--- src/rtl/sorted_table_key_lookup_core_assert.svh ---
// Assertion macros shared by the sorted table lookup modules.
`ifndef SORTED_TABLE_KEY_LOOKUP_CORE_ASSERT_SVH
`define SORTED_TABLE_KEY_LOOKUP_CORE_ASSERT_SVH

`ifndef NO_ASSERTIONS
`define SKL_ASSERT(label, clk, rst, prop) \
   label: assert property (@(posedge clk) disable iff (rst) prop) \
      else $error("sorted table lookup: assertion failed");
`define SKL_ASSERT_ALWAYS(label, clk, prop) \
   label: assert property (@(posedge clk) prop) \
      else $error("sorted table lookup: assertion failed");
`else
`define SKL_ASSERT(label, clk, rst, prop)
`define SKL_ASSERT_ALWAYS(label, clk, prop)
`endif

`endif

--- src/rtl/skl_pkg.sv ---
// Types and constants for the sorted table lookup block.
`default_nettype none

package skl_pkg;

   localparam int KEY_W      = 72;
   localparam int DIST_W     = 32;
   localparam int REC_W      = KEY_W + DIST_W;
   localparam int POS_W      = 7;
   localparam int STATUS_W   = 2;
   localparam int REQ_DATA_W = 104;
   localparam int RSP_DATA_W = 40;

   localparam logic REQ_LOAD  = 1'b0;
   localparam logic REQ_QUERY = 1'b1;

   localparam logic [STATUS_W-1:0] ST_STORED   = 2'd0;
   localparam logic [STATUS_W-1:0] ST_FOUND    = 2'd1;
   localparam logic [STATUS_W-1:0] ST_NOTFOUND = 2'd2;
   localparam logic [STATUS_W-1:0] ST_FULL     = 2'd3;

   typedef struct packed {
      logic                capture;
      logic                rd_mid;
      logic                shift;
      logic                place;
      logic                srch_step;
      logic                finish;
      logic [STATUS_W-1:0] res_code;
      logic                post;
   } skl_cmd_type;

   typedef struct packed {
      logic is_query;
      logic full;
      logic j_zero;
      logic key_gt;
      logic key_eq;
      logic srch_done;
      logic rsp_free;
   } skl_sts_type;

endpackage

`default_nettype wire

--- src/rtl/skl_ctrl.sv ---
// Sequencer for the sorted table lookup: load insertion and binary search.
`default_nettype none
`include "sorted_table_key_lookup_core_assert.svh"

module skl_ctrl (
   input  wire logic                 clock,
   input  wire logic                 reset,
   input  wire logic                 req_tvalid,
   output logic                      req_tready,
   output skl_pkg::skl_cmd_type      cmd,
   input  wire skl_pkg::skl_sts_type sts
);

   import skl_pkg::*;

   localparam logic [2:0] S_IDLE  = 3'd0;
   localparam logic [2:0] S_START = 3'd1;
   localparam logic [2:0] S_LCHK  = 3'd2;
   localparam logic [2:0] S_LCMP  = 3'd3;
   localparam logic [2:0] S_QCHK  = 3'd4;
   localparam logic [2:0] S_QCMP  = 3'd5;
   localparam logic [2:0] S_DONE  = 3'd6;

   logic [2:0] state_ff;
   logic [2:0] state_in;

   always_ff @(posedge clock) begin
      if (reset) begin
         state_ff <= S_IDLE;
      end else begin
         state_ff <= state_in;
      end
   end

   always_comb begin
      cmd        = '0;
      state_in   = state_ff;
      req_tready = 1'b0;
      case (state_ff)
         S_IDLE: begin
            req_tready = 1'b1;
            if (req_tvalid) begin
               cmd.capture = 1'b1;
               state_in    = S_START;
            end
         end
         S_START: begin
            state_in = sts.is_query ? S_QCHK : S_LCHK;
         end
         S_LCHK: begin
            if (sts.full) begin
               cmd.finish   = 1'b1;
               cmd.res_code = ST_FULL;
               state_in     = S_DONE;
            end else if (sts.j_zero) begin
               cmd.place    = 1'b1;
               cmd.finish   = 1'b1;
               cmd.res_code = ST_STORED;
               state_in     = S_DONE;
            end else begin
               // record below the slot is being read
               state_in = S_LCMP;
            end
         end
         S_LCMP: begin
            if (sts.key_gt) begin
               cmd.shift = 1'b1;
               state_in  = S_LCHK;
            end else begin
               cmd.place    = 1'b1;
               cmd.finish   = 1'b1;
               cmd.res_code = ST_STORED;
               state_in     = S_DONE;
            end
         end
         S_QCHK: begin
            if (sts.srch_done) begin
               cmd.finish   = 1'b1;
               cmd.res_code = ST_NOTFOUND;
               state_in     = S_DONE;
            end else begin
               cmd.rd_mid = 1'b1;
               state_in   = S_QCMP;
            end
         end
         S_QCMP: begin
            if (sts.key_eq) begin
               cmd.finish   = 1'b1;
               cmd.res_code = ST_FOUND;
               state_in     = S_DONE;
            end else begin
               cmd.srch_step = 1'b1;
               state_in      = S_QCHK;
            end
         end
         S_DONE: begin
            if (sts.rsp_free) begin
               cmd.post = 1'b1;
               state_in = S_IDLE;
            end
         end
         default: begin
            state_in = S_IDLE;
         end
      endcase
   end

   `SKL_ASSERT(a_capture_starts, clock, reset, cmd.capture |=> (state_ff == S_START))
   `SKL_ASSERT(a_finish_to_done, clock, reset, cmd.finish |=> (state_ff == S_DONE))

endmodule

`default_nettype wire

--- config.mk ---
export PLATFORM = sky130hd
export DESIGN_NAME = skl_ctrl
export DESIGN_NICKNAME = d
export VERILOG_FILES = /design/src/rtl/skl_pkg.sv /design/src/rtl/skl_ctrl.sv
export VERILOG_INCLUDE_DIRS = /design/src /design/src/rtl
export SDC_FILE = /design/constraint.sdc
export NUM_CORES = 1
export LEC_CHECK = 0
export ABC_AREA = 1
export BUFFER_PORTS_ARGS = -buffer_cell sky130_fd_sc_hd__buf_2
export CAP_MARGIN = 5
export CORE_AREA = 2 2 39 41
export CTS_CLUSTER_SIZE = 28
export DETAILED_ROUTE_END_ITERATION = 6
export DIE_AREA = 0 0 41 43
export GPL_ROUTABILITY_DRIVEN = 0
export SYNTH_ARGS = -nofsm -noshare
export SYNTH_HDL_FRONTEND = slang
export SYNTH_SLANG_ARGS = --single-unit
export TNS_END_PERCENT = 1
--- constraint.sdc ---
create_clock -name clock -period 1.5 [get_ports clock]
set_input_delay 0.3 -clock clock [delete_from_list [all_inputs] [get_ports clock]]
set_output_delay 0.3 -clock clock [all_outputs]
set_load 0.1 [all_outputs]
# After elaboration in Yosys (flattened, before gate mapping)
# Cells that the tools add are included.
# W data, S select, Z words.
# totals
ff_bits	3
# op_classes
eq_ne	8
muxes	30
n_reduce_logical	2
# ops
cell	n
$mux W3	11
$pmux W3 S7	1
$mux W1	14
$pmux W3 S4	1
$eq A3 B3 Y1 const B	3
$eq A3 B2 Y1 const B	2
$mux W2	2
$ne A2 B2 Y1 const B	2
$eq A3 B1 Y1 const B	1
$logic_not A3 Y1	1
$pmux W1 S2	1
$reduce_and A2 Y1	1

# Logic depth before layout (Yosys ltp)
# logic_depth
word_depth	3
ltp_mapped	8

# Worst setup path after synthesis
# Ideal clock, no wire load.
# synth_path
path_kind	register -> output
start	reg state_ff[1]
end	out cmd[0] in the netlist's numbering
t_arrival_ns	3.472
slack_ns	-2.272
path_stages_with_launch	3
path_buffers	0
cell_sequence	dfxtp_1 inv_2 nor4_1
# synth_rtl
element	line_no	source
start: declaration	skl_ctrl.sv:24	logic [2:0] state_ff;
start signal: assignment	skl_ctrl.sv:31	state_ff <= state_in;
end: declaration	skl_ctrl.sv:10	output skl_pkg::skl_cmd_type cmd,

==> results.txt <==
outcome -> complete, but fails checks
violations in the final reports -> setup timing
max cap viols -> 0
CTS tree -> yes
combinational share of power -> 68.9%
Placeable Area -> 0.00138 mm2
nature of the critical path endpoint -> primary output
Synth top area share -> 15.4%
hold_buf cts -> 0
vias in the first global route -> 486
final non-filler cell area -> 872 um2
DR vias -> 498
Util after Layout -> 63.0%
Syn Nets -> 74
# diodes -> 0
Buf/Inv on CP -> 1
GRT Overall Usage -> 15.6%
Pre-antenna DRT Iters -> 4
Gate Count Post-Synth -> 61
RSZ-0062 raised after global routing -> true
WHS -> 0.276 ns
Slew @ Worst Pin -> 0.309 ns
Final Hold Viols -> 0
Tmin final -> 1.68 ns
Sw Share -> 51.8%
PD cells -> 1050 mW/mm2
CP top delay family -> simple AND/OR/NAND/NOR gates
Unique masters post-synth -> 21
met3 usage -> 1.05%
Worst Path Max Fanout -> 7
Ports -> 20
routed wire length -> 1070 um
async set or reset register ratio after synthesis -> 0%
port bufs -> 19
initial antenna violation count -> 0
Max Fclk -> 0.594 GHz
row count -> 14
max reg flops -> 3
critical path's slowest cell -> dfxtp_4
cell accounting for the most synthesized area -> dfxtp_1
cells along the critical path -> nor3_4 > a31oi_1 > nor2_4 > buf_12
Worst Clk Skew -> 0.00211 ns
placed cell count -> 103
Initial Util -> 28.2%
Worst Path Arrival -> 1.38 ns
worst vdd ir -> 0.974 mV
Num CTS Buffers -> 3
share of layout cells above drive strength 1 -> 58.2%
Finish-stage setup viols -> 10
Final Max Slew Viols -> 0
post-route setup TNS -> -0.984 ns
post-route setup slack -> -0.184 ns
detailed placer's ending HPWL -> 891 um
first-pass GRT wire length -> 1910 um
placed instance area -> 813 um2
Flop pwr share -> 15.8%
Post-Syn Area -> 390 um2
synthesis-stage register bit count -> 3
part of the cycle the worst path needs -> 112%
worst-skew pair later-pin latency -> 0.23 ns
P_leak -> 0.000364 uW
largest reg by FF count -> state_ff
WP data required -> 1.20 ns
largest cells by area after synthesis -> dfxtp_1 (15%), ha_1 (9.6%), inv_1 (9.6%)
H-tree Lvls -> 1
EDFF count, synth -> 0
synthesis warning total -> 0
M1 GR Usage -> 20.5%
area grow syn2layout -> 123%
Worst setup SP type -> flop
CP peak stage delay -> 0.37 ns
Routed Antenna Nets -> 0
Clock Tree Root -> clkbuf_4
initial drt markers -> 6
Hold WC Path Type -> input port to flop
WL per Instance -> 10.0 um
Regs by FF count -> state_ff: 3 flops
NumNets Final -> 105
TritonCTS Sinks -> 3
Fillers -> 120
busiest grt layer -> met2
power share of the clock group -> 15.3%
Post-Layout Cell Count -> 107
die area -> 0.00176 mm2
crit path kind -> flop to primary output
sequential fraction of the synthesis area -> 15.4%
Congestion Overflow GR -> 0
M2 GR Usage -> 24.4%
Die Y -> 43 um
Post CTS Setup Buffer Count -> 0
CTS Buffer Depth -> 2
sw power -> 474 uW
pin count of the biggest net entering global routing -> 8
Power Internal -> 440 uW
routed vias/inst -> 4.65
die width -> 41 um
Worst-path clk slew -> 0.04 ns
DRC errors left -> 0
ys flop type -> dfxtp_1
Slew headroom -> 79.3%
Avg Cell Area, Syn -> 6.40 um2
-- path summary, 6_finish.rpt --
kind	startpoint	end	slack [ns]	depth (start not counted)
max	state_ff[2]$_SDFFE_PP0P_	cmd[5]	-0.18	4
max reg2reg	state_ff[1]$_SDFFE_PP0P_	state_ff[2]$_SDFFE_PP0P_	0.35	6
min reg2reg	state_ff[0]$_SDFFE_PP0P_	state_ff[0]$_SDFFE_PP0P_	0.63	3
min	reset	state_ff[1]$_SDFFE_PP0P_	0.28	2
-- layout by cell type, fill, tap and decap left out --
master / instances
buf_12: 11
inv_1: 10
buf_2: 9
nand2_1: 8
nor2_1: 5
nand3_1: 4
buf_4: 4
inv_4: 3
nor4_4: 3
nand4_1: 3
a21oi_4: 3
clkbuf_4: 3
buf_6: 3
dfxtp_4: 3
nor2_2: 2
nor2_4: 2
nand3_2: 2
ha_1: 2
nor3_4: 1
a21oi_2: 1
a31oi_1: 1
nand2_2: 1
o21ai_0: 1
nand3b_1: 1
a211oi_2: 1
or2_1: 1
a21oi_1: 1
ha_2: 1
clkbuf_1: 1
-- area by class of cell --
class                           count  area (um2)  area share, %
Clock buffer                        4        26.3           3.01
Timing Repair Buffer               27         329           37.7
Multi-Input combinational cell     44         369           42.3
Inverter                           13        56.3           6.46
Sequential cell                     3        71.3           8.18
Tap cell                           16        20.0           2.30
-- power groups by stage --
| stage | logic [uW] | clock network [uW] | registers [uW] |
|---|---|---|---|
| after global routing | 673 | 154 | 149 |
| after floorplan | 416 | 0 | 124 |
| after CTS | 636 | 144 | 144 |
| final | 630 | 140 | 145 |
| after global placement | 610 | 0 | 137 |
| after detailed placement | 613 | 0 | 137 |
-- timing repair --
action,CTS,global route
resized for setup,11,0
setup endpoints to repair,10,10
pin swaps,3,0
-- stage by stage --
stage / setup WS (ns) / total power (uW)
floorplan: -0.330 / 540
global placement: -0.0304 / 747
detailed placement: -0.0284 / 750
CTS: -0.202 / 924
global route: -0.264 / 975
finish: -0.184 / 915
-- kinds of logic after synthesis --
group           after synthesis  share of synthesized area, %
compound gates                8                          13.5
fa+ha+maj                     3                          9.62
buf+inv                      14                          16.0
flops                         3                          15.4
simple gates                 33                          45.5
-- metal layers --
layer | part of all wire (%) | vias to the layer above
li1 | - | 260
met1 | 39 | 222
met2 | 56 | 16
met3 | 5.3 | 0
met4 | 0 | 0
met5 | 0 | -
-- cells in the mapped netlist, types with 2 or more instances --
| master | number |
|---|---|
| nand3_1 | 4 |
| dfxtp_1 | 3 |
| nor4_1 | 3 |
| nand4_1 | 3 |
| nand2_1 | 9 |
| nor2_1 | 8 |
| nand3_2 | 2 |
| inv_2 | 2 |
| inv_1 | 10 |
| a21oi_1 | 4 |
| ha_1 | 3 |
Power figures use the tool's default switching activity.
